===== config.mk =====
export PLATFORM = sky130hd
export DESIGN_NAME = dual_hall_center_calibration
export DESIGN_NICKNAME = d
export VERILOG_FILES = /design/src/rtl/core/dhcc_pkg.sv /design/src/rtl/core/dual_hall_center_calibration.sv /design/src/rtl/core/dhcc_regs.sv /design/src/rtl/core/dhcc_seq.sv
export SDC_FILE = /design/constraint.sdc
export NUM_CORES = 2
export LEC_CHECK = 0
export BUFFER_PORTS_ARGS = -buffer_cell sky130_fd_sc_hd__buf_2
export CAP_MARGIN = 20
export CORE_AREA = 2 2 214 373
export DETAILED_ROUTE_END_ITERATION = 10
export DIE_AREA = 0 0 216 375
export PLACE_DENSITY = 0.54
export SETUP_SLACK_MARGIN = 0.3
export SYNTH_ARGS = -nofsm -noshare
export SYNTH_HDL_FRONTEND = slang
export SYNTH_SLANG_ARGS = --single-unit

===== constraint.sdc =====
create_clock -name clk -period 7.5 [get_ports clk]
set_input_delay 0.375 -clock clk [delete_from_list [all_inputs] [get_ports clk]]
set_output_delay 0.375 -clock clk [all_outputs]
set_load 0.005 [all_outputs]

===== src/rtl/core/dhcc_pkg.sv =====
// shared constants and types for the dual hall center calibration block
package dhcc_pkg;
  localparam int ANGLE_BITS_DEF = 24;
  localparam int SETTLE_TICKS = 40;
  localparam int SETTLE_W = 6;
  localparam int TICKS_W = 17;
  localparam int ADDR_W = 5;

  localparam logic [1:0] ST_IDLE = 2'd0;
  localparam logic [1:0] ST_CAL = 2'd1;
  localparam logic [1:0] ST_OK = 2'd2;
  localparam logic [1:0] ST_FAIL = 2'd3;

  localparam logic [2:0] PH_PROBE = 3'd0;
  localparam logic [2:0] PH_BACK = 3'd1;
  localparam logic [2:0] PH_EDGE = 3'd2;
  localparam logic [2:0] PH_REV = 3'd3;
  localparam logic [2:0] PH_CENTER = 3'd4;

  localparam logic [1:0] MODE_SINGLE = 2'd0;
  localparam logic [1:0] MODE_NORMAL = 2'd1;
  localparam logic [1:0] MODE_MIRROR = 2'd2;
  localparam logic [1:0] MODE_RSVD = 2'd3;

  localparam logic [ADDR_W-1:0] REG_MODE = 5'd0;
  localparam logic [ADDR_W-1:0] REG_STEP = 5'd4;
  localparam logic [ADDR_W-1:0] REG_LMIN = 5'd8;
  localparam logic [ADDR_W-1:0] REG_LMAX = 5'd12;
  localparam logic [ADDR_W-1:0] REG_PROBE = 5'd16;
  localparam logic [ADDR_W-1:0] REG_OVER = 5'd20;
  localparam logic [ADDR_W-1:0] REG_TOL = 5'd24;
  localparam logic [ADDR_W-1:0] REG_TIMEOUT = 5'd28;

  typedef struct packed {
    logic [1:0] mount_mode;
    logic [15:0] step_size;
    logic [23:0] limit_min;
    logic [23:0] limit_max;
    logic [22:0] probe_travel;
    logic [22:0] overtravel;
    logic [22:0] final_tolerance;
    logic [15:0] timeout_ticks;
  } cfg_t;
endpackage


===== src/rtl/core/dual_hall_center_calibration.sv =====
// top level of the dual hall center calibration sequencer
// usage:
//   s_axis carries one word per control tick: action (0 start, 1 tick),
//   measured angle and the two active-low hall levels.
//   m_axis returns one word per input word: position command, status,
//   phase, zero strobe and the sweep transition count.
//   the apb port writes and reads the eight setup registers at 4*i; write
//   them only while no word is in flight.
// datapath and throughput:
//   a word is taken into the state registers on acceptance, and those
//   registers drive m_tdata directly; one word per cycle is sustained
//   while m_tready stays high.
// reset:
//   rst (synchronous) clears the sequencer to idle, loads register defaults
//   and drops m_tvalid.
// stall:
//   while m_tvalid is high and m_tready is low the result holds and
//   s_tready drops; with m_tready high a new word may be taken in the
//   same cycle that the held result is taken.
module dual_hall_center_calibration (
  input  logic        clk,
  input  logic        rst,
  input  logic        s_tvalid,
  output logic        s_tready,
  input  logic [31:0] s_tdata,  // position[23:0], sensor_a_level[24], sensor_b_level[25]
  input  logic        s_tuser,  // action
  output logic        m_tvalid,
  input  logic        m_tready,
  output logic [47:0] m_tdata,  // position_command, cal_status, cal_phase, zero_strobe,
                                // edge_transitions from bit 0 up
  input  logic        psel,
  input  logic        penable,
  input  logic        pwrite,
  input  logic [dhcc_pkg::ADDR_W-1:0] paddr,
  input  logic [31:0] pwdata,
  output logic [31:0] prdata,
  output logic        pready
);
  dhcc_pkg::cfg_t cfg;
  logic en;
  logic [23:0] res_command;
  logic [1:0] res_status;
  logic [2:0] res_phase;
  logic res_strobe;
  logic [15:0] res_trans;

  assign pready = 1'b1;
  assign s_tready = !m_tvalid || m_tready;
  assign en = s_tvalid && s_tready;

  dhcc_regs u_regs (
    .clk, .rst, .psel, .penable, .pwrite, .paddr, .pwdata, .prdata, .cfg
  );

  dhcc_seq u_seq (
    .clk, .rst, .en, .cfg,
    .action(s_tuser),
    .position(s_tdata[23:0]),
    .sa(s_tdata[24]),
    .sb(s_tdata[25]),
    .res_command, .res_status, .res_phase, .res_strobe, .res_trans
  );

  always_ff @(posedge clk) begin
    if (rst) m_tvalid <= 1'b0;
    else if (en) m_tvalid <= 1'b1;
    else if (m_tready) m_tvalid <= 1'b0;
  end

  assign m_tdata = {2'd0, res_trans, res_strobe, res_phase, res_status, res_command};

  a_strobe_ok: assert property (@(posedge clk) disable iff (rst)
    m_tvalid && m_tdata[29] |-> m_tdata[25:24] == dhcc_pkg::ST_OK)
    else $error("strobe without success");
  a_hold: assert property (@(posedge clk) disable iff (rst)
    m_tvalid && !m_tready |=> $stable(m_tdata))
    else $error("result changed while stalled");
  a_phase: assert property (@(posedge clk) disable iff (rst)
    m_tvalid |-> m_tdata[28:26] <= dhcc_pkg::PH_CENTER)
    else $error("bad phase");
endmodule


===== src/rtl/core/dhcc_regs.sv =====
// apb configuration register file
module dhcc_regs (
  input  logic                       clk,
  input  logic                       rst,
  input  logic                       psel,
  input  logic                       penable,
  input  logic                       pwrite,
  input  logic [dhcc_pkg::ADDR_W-1:0] paddr,
  input  logic [31:0]                pwdata,
  output logic [31:0]                prdata,
  output dhcc_pkg::cfg_t             cfg
);
  logic wr;
  assign wr = psel && penable && pwrite;

  always_ff @(posedge clk) begin
    if (rst) begin
      cfg.mount_mode <= 2'd1;
      cfg.step_size <= 16'd67;
      cfg.limit_min <= 24'hE00000;
      cfg.limit_max <= 24'h200000;
      cfg.probe_travel <= 23'd1398101;
      cfg.overtravel <= 23'd699051;
      cfg.final_tolerance <= 23'd46603;
      cfg.timeout_ticks <= 16'd40000;
    end else if (wr) begin
      case (paddr)
        dhcc_pkg::REG_MODE: cfg.mount_mode <= pwdata[1:0];
        dhcc_pkg::REG_STEP: cfg.step_size <= pwdata[15:0];
        dhcc_pkg::REG_LMIN: cfg.limit_min <= pwdata[23:0];
        dhcc_pkg::REG_LMAX: cfg.limit_max <= pwdata[23:0];
        dhcc_pkg::REG_PROBE: cfg.probe_travel <= pwdata[22:0];
        dhcc_pkg::REG_OVER: cfg.overtravel <= pwdata[22:0];
        dhcc_pkg::REG_TOL: cfg.final_tolerance <= pwdata[22:0];
        dhcc_pkg::REG_TIMEOUT: cfg.timeout_ticks <= pwdata[15:0];
        default: ;
      endcase
    end
  end

  always_comb begin
    case (paddr)
      dhcc_pkg::REG_MODE: prdata = {30'd0, cfg.mount_mode};
      dhcc_pkg::REG_STEP: prdata = {16'd0, cfg.step_size};
      dhcc_pkg::REG_LMIN: prdata = {8'd0, cfg.limit_min};
      dhcc_pkg::REG_LMAX: prdata = {8'd0, cfg.limit_max};
      dhcc_pkg::REG_PROBE: prdata = {9'd0, cfg.probe_travel};
      dhcc_pkg::REG_OVER: prdata = {9'd0, cfg.overtravel};
      dhcc_pkg::REG_TOL: prdata = {9'd0, cfg.final_tolerance};
      dhcc_pkg::REG_TIMEOUT: prdata = {16'd0, cfg.timeout_ticks};
      default: prdata = 32'd0;
    endcase
  end
endmodule


===== src/rtl/core/dhcc_seq.sv =====
// homing sequencer state and next-state logic, one word per cycle while en is high
module dhcc_seq (
  input  logic                                clk,
  input  logic                                rst,
  input  logic                                en,
  input  dhcc_pkg::cfg_t                      cfg,
  input  logic                                action,
  input  logic [dhcc_pkg::ANGLE_BITS_DEF-1:0] position,
  input  logic                                sa,
  input  logic                                sb,
  output logic [23:0]                         res_command,
  output logic [1:0]                          res_status,
  output logic [2:0]                          res_phase,
  output logic                                res_strobe,
  output logic [15:0]                         res_trans
);
  localparam int W = dhcc_pkg::ANGLE_BITS_DEF;
  localparam int WE = W + 2;
  localparam int SW = dhcc_pkg::SETTLE_W;

  logic [1:0] status_reg;
  logic [2:0] phase_reg;
  logic moving_down, prev_both_active, reverse_armed;
  logic [W-1:0] command_reg, phase_start_angle, forward_edge_angle, center_target;
  logic [dhcc_pkg::SETTLE_W-1:0] settle_count;
  logic [dhcc_pkg::TICKS_W-1:0] approach_ticks;
  logic [1:0] prev_levels;
  logic [15:0] transition_count;

  logic [1:0] status_next;
  logic [2:0] phase_next;
  logic md_next, pba_next, ra_next, strobe;
  logic [W-1:0] cmd_next, psa_next, fea_next, ct_next;
  logic [dhcc_pkg::SETTLE_W-1:0] sc_next;
  logic [dhcc_pkg::TICKS_W-1:0] at_next;
  logic [1:0] pl_next;
  logic [15:0] tc_next;

  logic a_act, b_act, both, up_down, bot_act, top_act;
  logic [1:0] levels;
  logic signed [WE-1:0] lo, hi, cmd_s, stp, j_up, j_dn, jsel, clamped;
  logic signed [WE-1:0] d_start, d_fwd, d_ctr, a_start, a_fwd, a_ctr, half;
  logic signed [WE-1:0] probe_s, over_s, tol_s;
  logic [W-1:0] dsw, dfw, dcw, adv_cmd;
  logic adv_dir;
  logic [dhcc_pkg::TICKS_W-1:0] at_inc;
  logic [dhcc_pkg::SETTLE_W-1:0] sc_inc;

  function automatic logic [W-1:0] j_dn_clamp(input logic signed [WE-1:0] j,
                                              input logic signed [WE-1:0] l,
                                              input logic signed [WE-1:0] h);
    logic signed [WE-1:0] r;
    begin
      if (j < l) r = l;
      else if (j > h) r = h;
      else r = j;
      return r[W-1:0];
    end
  endfunction

  always_comb begin
    a_act = !sa;
    b_act = !sb;
    both = a_act && b_act;
    levels = {sb, sa};
    up_down = (cfg.mount_mode == dhcc_pkg::MODE_NORMAL);
    bot_act = up_down ? b_act : a_act;
    top_act = up_down ? a_act : b_act;
    lo = WE'(signed'(cfg.limit_min));
    hi = WE'(signed'(cfg.limit_max));
    cmd_s = WE'(signed'(command_reg));
    stp = WE'({1'b0, cfg.step_size});
    j_up = cmd_s + stp;
    j_dn = cmd_s - stp;
    probe_s = WE'({1'b0, cfg.probe_travel});
    over_s = WE'({1'b0, cfg.overtravel});
    tol_s = WE'({1'b0, cfg.final_tolerance});
    dsw = position - phase_start_angle;
    dfw = position - forward_edge_angle;
    dcw = center_target - position;
    d_start = WE'(signed'(dsw));
    d_fwd = WE'(signed'(dfw));
    d_ctr = WE'(signed'(dcw));
    a_start = d_start[WE-1] ? -d_start : d_start;
    a_fwd = d_fwd[WE-1] ? -d_fwd : d_fwd;
    a_ctr = d_ctr[WE-1] ? -d_ctr : d_ctr;
    half = d_fwd >>> 1;
    at_inc = approach_ticks + 1'b1;
    sc_inc = settle_count + 1'b1;

    // direction used by the shared stepper this tick
    case (phase_reg)
      dhcc_pkg::PH_PROBE: adv_dir = up_down;
      dhcc_pkg::PH_CENTER: adv_dir = !(a_ctr != 0 && !d_ctr[WE-1]);
      default: adv_dir = moving_down;
    endcase
    jsel = adv_dir ? j_dn : j_up;
    if (jsel < lo) clamped = lo;
    else if (jsel > hi) clamped = hi;
    else clamped = jsel;
    adv_cmd = clamped[W-1:0];

    status_next = status_reg;
    phase_next = phase_reg;
    md_next = moving_down;
    pba_next = prev_both_active;
    ra_next = reverse_armed;
    cmd_next = command_reg;
    psa_next = phase_start_angle;
    fea_next = forward_edge_angle;
    ct_next = center_target;
    sc_next = settle_count;
    at_next = approach_ticks;
    pl_next = prev_levels;
    tc_next = transition_count;
    strobe = 1'b0;

    if (!action) begin
      status_next = dhcc_pkg::ST_CAL;
      phase_next = dhcc_pkg::PH_PROBE;
      cmd_next = position;
      psa_next = position;
      md_next = up_down;
      pba_next = both;
      fea_next = '0;
      ct_next = '0;
      ra_next = 1'b0;
      sc_next = '0;
      at_next = '0;
      pl_next = levels;
      tc_next = '0;
    end else if (status_reg == dhcc_pkg::ST_CAL) begin
      pl_next = levels;
      if (cfg.mount_mode != dhcc_pkg::MODE_NORMAL && cfg.mount_mode != dhcc_pkg::MODE_MIRROR) begin
        status_next = dhcc_pkg::ST_FAIL;
        cmd_next = position;
      end else begin
        case (phase_reg)
          dhcc_pkg::PH_PROBE: begin
            if (both) begin
              md_next = !up_down;
              phase_next = dhcc_pkg::PH_BACK;
              psa_next = position;
            end else if (bot_act || top_act) begin
              md_next = bot_act ? up_down : !up_down;
              phase_next = dhcc_pkg::PH_EDGE;
              tc_next = '0;
              psa_next = position;
              pba_next = 1'b0;
            end else if (a_start >= probe_s) begin
              status_next = dhcc_pkg::ST_FAIL;
              cmd_next = position;
            end else begin
              cmd_next = adv_cmd;
            end
          end
          dhcc_pkg::PH_BACK: begin
            if (!both) begin
              md_next = up_down;
              phase_next = dhcc_pkg::PH_EDGE;
              tc_next = '0;
              psa_next = position;
              pba_next = 1'b0;
            end else if (a_start >= probe_s) begin
              status_next = dhcc_pkg::ST_FAIL;
              cmd_next = position;
            end else begin
              cmd_next = adv_cmd;
            end
          end
          dhcc_pkg::PH_EDGE: begin
            // bottom sensor transitions, saturating
            if ((up_down ? (levels[1] ^ prev_levels[1]) : (levels[0] ^ prev_levels[0]))
                && transition_count != 16'hFFFF)
              tc_next = transition_count + 1'b1;
            if (!prev_both_active && both) begin
              fea_next = position;
              pba_next = 1'b1;
              ra_next = 1'b0;
              phase_next = dhcc_pkg::PH_REV;
            end else begin
              pba_next = both;
              if (jsel > hi || jsel < lo) begin
                status_next = dhcc_pkg::ST_FAIL;
                cmd_next = position;
              end else begin
                cmd_next = adv_cmd;
              end
            end
          end
          dhcc_pkg::PH_REV: begin
            if (reverse_armed && !prev_both_active && both) begin
              ct_next = forward_edge_angle + half[W-1:0];
              phase_next = dhcc_pkg::PH_CENTER;
              sc_next = '0;
              at_next = '0;
            end else begin
              if (!reverse_armed && a_fwd >= over_s) begin
                md_next = !moving_down;
                ra_next = 1'b1;
              end
              pba_next = both;
              // reversal flips the stepping direction in the same tick
              if (!reverse_armed && a_fwd >= over_s)
                cmd_next = (!moving_down) ? j_dn_clamp(j_dn, lo, hi) : j_dn_clamp(j_up, lo, hi);
              else
                cmd_next = adv_cmd;
              if (a_fwd > probe_s) begin
                status_next = dhcc_pkg::ST_FAIL;
                cmd_next = position;
              end
            end
          end
          dhcc_pkg::PH_CENTER: begin
            at_next = at_inc;
            if (at_inc > {1'b0, cfg.timeout_ticks}) begin
              status_next = dhcc_pkg::ST_FAIL;
              cmd_next = position;
            end else begin
              cmd_next = (a_ctr > stp) ? adv_cmd : position;
              sc_next = (a_ctr <= tol_s && both) ? sc_inc : '0;
              if ((a_ctr <= tol_s && both) &&
                  sc_inc >= SW'(dhcc_pkg::SETTLE_TICKS)) begin
                cmd_next = position;
                status_next = dhcc_pkg::ST_OK;
                strobe = 1'b1;
              end
            end
          end
          default: ;
        endcase
      end
    end
  end

  always_ff @(posedge clk) begin
    if (rst) begin
      status_reg <= dhcc_pkg::ST_IDLE;
      phase_reg <= dhcc_pkg::PH_PROBE;
      moving_down <= 1'b0;
      prev_both_active <= 1'b0;
      reverse_armed <= 1'b0;
      command_reg <= '0;
      phase_start_angle <= '0;
      forward_edge_angle <= '0;
      center_target <= '0;
      settle_count <= '0;
      approach_ticks <= '0;
      prev_levels <= 2'b11;
      transition_count <= '0;
      res_strobe <= 1'b0;
    end else if (en) begin
      status_reg <= status_next;
      phase_reg <= phase_next;
      moving_down <= md_next;
      prev_both_active <= pba_next;
      reverse_armed <= ra_next;
      command_reg <= cmd_next;
      phase_start_angle <= psa_next;
      forward_edge_angle <= fea_next;
      center_target <= ct_next;
      settle_count <= sc_next;
      approach_ticks <= at_next;
      prev_levels <= pl_next;
      transition_count <= tc_next;
      res_strobe <= strobe;
    end
  end

  assign res_command = command_reg;
  assign res_status = status_reg;
  assign res_phase = phase_reg;
  assign res_trans = transition_count;
endmodule


## Yosys cells after proc, flatten, opt, wreduce, memory -nomap -nowiden

Index checks and enable logic that the tools add are counted.

- Output and inout port bits: 83
- Flip-flop bits (word level): 298
- Logic and storage cells: 275

- Eq/ne operators: 47
- Multiplexer cells: 128
- Reduce and logical (&&, ||, !) cells: 50
- Bitwise logic cells: 2
- $lt $le $gt $ge: 13
- Add/sub/neg operators: 12

Operators with widths:

| cell | count |
|---|---|
| 24-bit two-way mux | 38 |
| 24-bit case mux with 8 select lines | 1 |
| 24-bit case mux with 5 select lines | 1 |
| 16-bit two-way mux | 7 |
| 26-bit two-way mux | 4 |
| 24-bit negator with 26-bit output | 3 |
| 24-bit subtractor | 3 |
| 17-bit two-way mux | 4 |
| 26-bit by 24-bit >= comparator with 1-bit output | 2 |
| 26-bit by 24-bit greater-than comparator with 1-bit output | 2 |
| 25-bit by 24-bit greater-than comparator with 1-bit output | 2 |
| 25-bit by 24-bit less-than comparator with 1-bit output | 2 |
| 16-bit case mux with 3 select lines | 1 |
| 24-bit case mux with 2 select lines | 1 |
| 8-bit AND reduction | 5 |
| 6-bit two-way mux | 6 |
| 1-bit two-way mux | 34 |
| 17-bit case mux with 2 select lines | 1 |
| 32-bit nonzero test | 1 |
| 2-bit two-way mux | 15 |
| 26-bit by 17-bit greater-than comparator with 1-bit output | 1 |
| 26-bit by 24-bit <= comparator with 1-bit output | 1 |
| 26-bit by 24-bit less-than comparator with 1-bit output | 1 |
| 24-bit by 17-bit adder with 25-bit output | 1 |
| other kinds (46) | 115 |

## Logic depth before layout (Yosys ltp)

- Depth in word-level cells: 18
- Depth in mapped cells: 39
- Mapped depth without buffers: 31

## Hierarchy

A second synthesis with hierarchy kept.

- Cell total of the unflattened synthesis: 4,257
- Area total of the unflattened synthesis: 31,251.2 µm²

Modules (own cells, without submodules):

| module | cells each | instances | area an instance (µm²) |
|---|---|---|---|
| dhcc_seq | 3,391 | 1 | 24,514.8 |
| dhcc_regs | 855 | 1 | 6,643.9 |
| dual_hall_center_calibration | 11 | 1 | 92.6 |

## Least setup slack after synthesis

Ideal clock, no wire load.

- Path type: input port to flip-flop
- Start: input port s_tdata[3]
- End: register u_seq.command_reg[19], in the netlist u_seq.res_command[19]
- Stages: 33
- Arrival: 7.793 ns
- Data required time: 7.380 ns
- Slack: -0.412 ns
- Library setup time: 0.120 ns
- Cell sequence: inv_1 ha_1 buf_6 and2_4 o21a_1 or4_4 a2111oi_4 o2111ai_2 nor3_4 mux2i_1 o32a_1 or4b_4 nor4_4 a21o_1 buf_6 mux2_4 ha_1 a21o_1 a21o_1 a21o_1 a21o_1 a2111o_1 a2111oi_0 o211a_1 or2_2 nand2b_1 clkbuf_1 nor2_1 clkbuf_1 a22o_1 a2111oi_0 a2111oi_0 a211o_1

- Word-level cells in the longest chain between the ends: 18
- Elaborated cells on any way between the ends: 44
- Those cells by class: 6 x add/sub; 7 x order compare; 23 x mux; 8 x reduce/logical

Ends and longest elaborated chain:

| what | RTL line | text |
|---|---|---|
| start: declaration | dual_hall_center_calibration.sv:25 | `input logic [31:0] s_tdata,` |
| 24-bit subtractor | dhcc_seq.sv:80 | `dcw = center_target - position;` |
| 24-bit negator with 26-bit output | dhcc_seq.sv:86 | `a_ctr = d_ctr[WE-1] ? -d_ctr : d_ctr;` |
| 26-bit two-way mux | dhcc_seq.sv:86 |  |
| 32-bit nonzero test | dhcc_seq.sv:94 | `dhcc_pkg::PH_CENTER: adv_dir = !(a_ctr != 0 && !d_ctr[WE-1]);` |
| 1-bit logical AND | dhcc_seq.sv:94 |  |
| 1-bit zero test | dhcc_seq.sv:94 |  |
| 1-bit case mux with 2 select lines | dhcc_seq.sv:92 | `case (phase_reg)` |
| 26-bit two-way mux | dhcc_seq.sv:97 | `jsel = adv_dir ? j_dn : j_up;` |
| [... 2 more ...] | n/a |  |
| 24-bit two-way mux | dhcc_seq.sv:98 | `if (jsel < lo) clamped = lo;` |
| 24-bit two-way mux (on tied branches) | n/a |  |
| 24-bit two-way mux (on tied branches) | dhcc_seq.sv:222, dhcc_seq.sv:144, dhcc_seq.sv:208 |  |
| 24-bit two-way mux (on tied branches) | dhcc_seq.sv:216, dhcc_seq.sv:140, dhcc_seq.sv:192 |  |
| 24-bit case mux with 5 select lines * | dhcc_seq.sv:138 | `case (phase_reg)` |
| 24-bit two-way mux * | dhcc_seq.sv:134 | `if (cfg.mount_mode != dhcc_pkg::MODE_NORMAL && cfg.mount_mode != dhcc_pkg::MODE_MIRROR) begin` |
| 24-bit two-way mux * | dhcc_seq.sv:132 | `end else if (status_reg == dhcc_pkg::ST_CAL) begin` |
| 24-bit two-way mux * | dhcc_seq.sv:118 | `if (!action) begin` |
| end signal: assignment | dhcc_seq.sv:258 | `command_reg <= cmd_next;` |
| end: declaration | dhcc_seq.sv:24 | `logic [W-1:0] command_reg, phase_start_angle, forward_edge_angle, center_target;` |

Mark *: on every way between the ends. The rest lies on a longest branch, timed or not. The select of a mux whose other input is x is not followed.
A chain may end at the register's enable or synchronous reset.

## Final worst setup path

- Start: register, netlist name u_regs.cfg[137]
- End: register u_seq.command_reg[15], in the netlist u_seq.res_command[15]

- Word-level cells in the longest chain between the ends: 12
- Elaborated cells on any way between the ends: 34
- Those cells by class: 2 x add/sub; 7 x order compare; 24 x mux; 1 x reduce/logical

Ends and longest elaborated chain:

| what | RTL line |
|---|---|
| 24-bit by 17-bit adder with 25-bit output / 24-bit by 17-bit subtractor with 25-bit output (equally long branches) | dhcc_seq.sv:73, dhcc_seq.sv:74 |
| 26-bit two-way mux / 25-bit by 24-bit greater-than comparator with 1-bit output (equally long branches) | dhcc_seq.sv:97, dhcc_seq.sv:55 |
| 26-bit by 24-bit greater-than comparator with 1-bit output / 24-bit two-way mux (equally long branches) | dhcc_seq.sv:99, dhcc_seq.sv:183, dhcc_seq.sv:55 |
| 24-bit two-way mux (on tied branches) | dhcc_seq.sv:99, dhcc_seq.sv:54 |
| 24-bit two-way mux (on tied branches) | dhcc_seq.sv:98, dhcc_seq.sv:205 |
| 24-bit two-way mux (on tied branches) | n/a |
| 24-bit two-way mux (on tied branches) | dhcc_seq.sv:222, dhcc_seq.sv:144, dhcc_seq.sv:208 |
| 24-bit two-way mux (on tied branches) | dhcc_seq.sv:216, dhcc_seq.sv:140, dhcc_seq.sv:192 |
| 24-bit case mux with 5 select lines * | dhcc_seq.sv:138 |
| 24-bit two-way mux * | dhcc_seq.sv:134 |
| 24-bit two-way mux * | dhcc_seq.sv:132 |
| 24-bit two-way mux * | dhcc_seq.sv:118 |

Marked as above.

==> results.yml <==
final_layout:
  final_util: 0.484
  flow.area_growth_from_synthesis_pct: 22.7
  fin_cells: 5758
  final_nets: 5181
  drive_gt1_frac: 0.186
synthesis:
  synth.ff_latch_count: 298
  syn-cell-area_um2: 30900
  yosysTopAreaCell: "dfxtp_1"
  yosysWarnings: 0
  synthCells: 4212
  synth.most_common_cell: "nand2_1"
  synth_top_cell_area_share: 0.193
  synthArstFlopShare: 0
  yosysSeqAreaShare: 0.193
  syn_area_per_cell_um2: 7.34
  synth_cell_types: 111
  synth_edf_count: 0
  synth_ff_type: "dfxtp_1"
  yosys-top-cells-area: "dfxtp_1 (19%), ha_1 (16%), nand2_1 (6.7%)"
  ys_top_cells_by_count: "nand2_1 (555), a21oi_1 (411), ha_1 (403)"
timing:
  fin_crit_sh: 1.03
  whs_ns: 0.0649
  skew_ns: 0.0426
  fmax_mhz: 129
  worst_slew_pin_slew_ns: 1.18
  max-slew-margin-rel: 0.214
  finalSetupViolations: 18
  slew_violations: 0
  timing.final.ws_setup_ns: -0.234
  rsz0062_at_grt: "yes"
  period_needed_ns: 7.73
  setup_tns_ns: -2.02
  hold_violations: 0
route:
  drtIter0Drc: 2799
  vias: 34400
  dr.pass1.iters: 7
  ant_nets: 0
  totalWireLength_mm: 161
  via_per_inst: 5.97
  drc: 0
  wire_per_inst_um: 27.9
setup_path:
  crit_end: "u_seq.res_command[15]"
  startpoint_type: "register"
  path_max_fanout: 8
  worstSetupPathType: "register to register"
  slowest_stage: "dfxtp_1"
  required_ns: 7.96
  end_kind: "register"
  r2r_slack_ns: -0.23
  max_stage_delay_ns: 0.81
  worst_ep_arrival_time_ns: 8.19
  r2r_end: "u_seq.res_command[15]"
  reg2reg_depth: 32
  reg2reg_from: "u_regs.cfg[137]"
  setup.worst_path.start: "u_regs.cfg[137]"
pwr:
  powerDensity_nw_per_um2: 238
  leakagePower_uw: 0.0164
  ir_drop_mv: 0.168
place:
  gp_congestion: 1.08
  io_buffer_count: 134
  dp_slack_ns: -1.12
  hpwlAfterDp_mm: 130
  dp_cells: 5668
global_routing:
  grt_max_degree: 102
  grt_pass1_wl_mm: 228
  grt_use_total: 0.387
  grt_pass1_vias: 33500
  antenna_found_initial: 10
  gr-total-overflow: 0
floorplanning:
  io_pins: 160
  initial_utilization: 0.395
  die_area_um2: 81000
  dieHeight_um: 375
  rows: 136
  core_area_um2: 78300
  die_w_um: 216
worst_hold_path:
  worstHoldPathCells: 3
  min_from: "pwdata[23]"
  hold_class: "primary input to register"
clock_network:
  cts_htree_levels: 2
  clockBufferDepth: 3
  clk_latency_ns: 0.60
  cts_buffers: 34
  clkSinkCount: 298
  cts_tree: "done"
  cts-root-buf: "clkbuf_16"
  hold_buffers: 0
  path_clk_slew_ns: 0.07
run_status:
  violations: "negative setup slack"
  outcome: "complete, but fails checks"
job:
  maxCapViolations: 0
-- area by class of cell --
cell class | instances | area, um2
inverters | 299 | 1130
repair buffers | 650 | 4720
fillers | 8131 | 40400
clock buffers | 39 | 880
multi-input cells | 3412 | 23600
flip-flops and latches | 298 | 5970
well taps | 1035 | 1290
diodes | 4 | 10.0
clock inverters | 21 | 342
-- cells by family after synthesis --
group	count (synthesis)	share of synthesized area
AOI/OAI and AO/OA	1304	0.282
buffers and inverters	511	0.0658
muxes	49	0.0187
DFF	298	0.193
and+or+nand+nor	1437	0.216
adders and majority gates	409	0.167
other	2	0.000243
xor gates and xnor gates	202	0.0577
-- critical path: cells and delay by family, from the launching register on --
kind	cells	cell delay [ns]
compound gates	17	3.90
buf+inv	6	1.03
flops	1	0.81
fa+ha+maj	2	0.68
simple gates	5	0.54
xor+xnor	1	0.30
mux	1	0.29
-- power by group --
part,switching (uW),internal [uW]
logic,3110,2300
registers,59.5,1610
clock network,820,1100
total,3990,5020
-- metal layers --
| metal | part of all wire | wire length (um) | up-vias | global-route usage |
|---|---|---|---|---|
| met2 | 0.46 | 74200 | 1387 | 0.649 |
| li1 | - | - | 16100 | - |
| met5 | 0.00043 | 69 | - | 0 |
| met1 | 0.34 | 54200 | 16300 | 0.386 |
| met3 | 0.066 | 10600 | 570 | 0.0723 |
| met4 | 0.13 | 21700 | 10 | 0.415 |
-- registers in the layout, summed over array words and instances (netlist names), 6 cells and up --
| register | count |
|---|---|
| u_seq.settle_count | 6 |
| u_seq.res_trans | 16 |
| u_seq.approach_ticks | 17 |
| u_seq.forward_edge_angle | 24 |
| u_seq.phase_start_angle | 24 |
| u_seq.center_target | 24 |
| u_seq.res_command | 24 |
| u_regs.cfg | 151 |
-- timing repair --
item                                    CTS  global route
buffers inserted                          7            18
endpoints found under the setup margin   26            26
cloned                                    0             0
pin swaps                                23            17
gates resized for setup                  50            55
-- how the worst min path moves through the flow --
| stage | to |
|---|---|
| final | u_regs.cfg[108] |
| after global routing | u_regs.cfg[108] |
| after CTS | u_regs.cfg[108] |
| after detailed placement | u_regs.cfg[14] |
| after global placement | u_seq.phase_start_angle[3] |
| after floorplan | u_regs.cfg[14] |
-- through the flow --
step                      area [um2]  total power [uW]
after global routing           37900              9450
after detailed placement       36000              6760
final                          37900              9010
after floorplan                31100              4570
after global placement         36000              6770
after CTS                      37500              8750
-- layout by cell type (no fill, tap or decap), types with 52 or more instances in the layout --
cell	Yosys	routed
o21ai_0	191	184
inv_1	298	297
nor3_1	61	54
buf_4	14	493
o21a_1	64	63
ha_1	403	395
o211ai_1	54	54
dfxtp_1	298	294
buf_2	9	133
nand4_1	52	52
nand2_1	555	550
nand3_1	132	130
a21oi_1	411	405
nor2_1	343	337
xnor2_1	130	130
xor2_1	70	67
a21o_1	95	94
a22oi_1	78	77
Power figures use the tool's default switching activity.
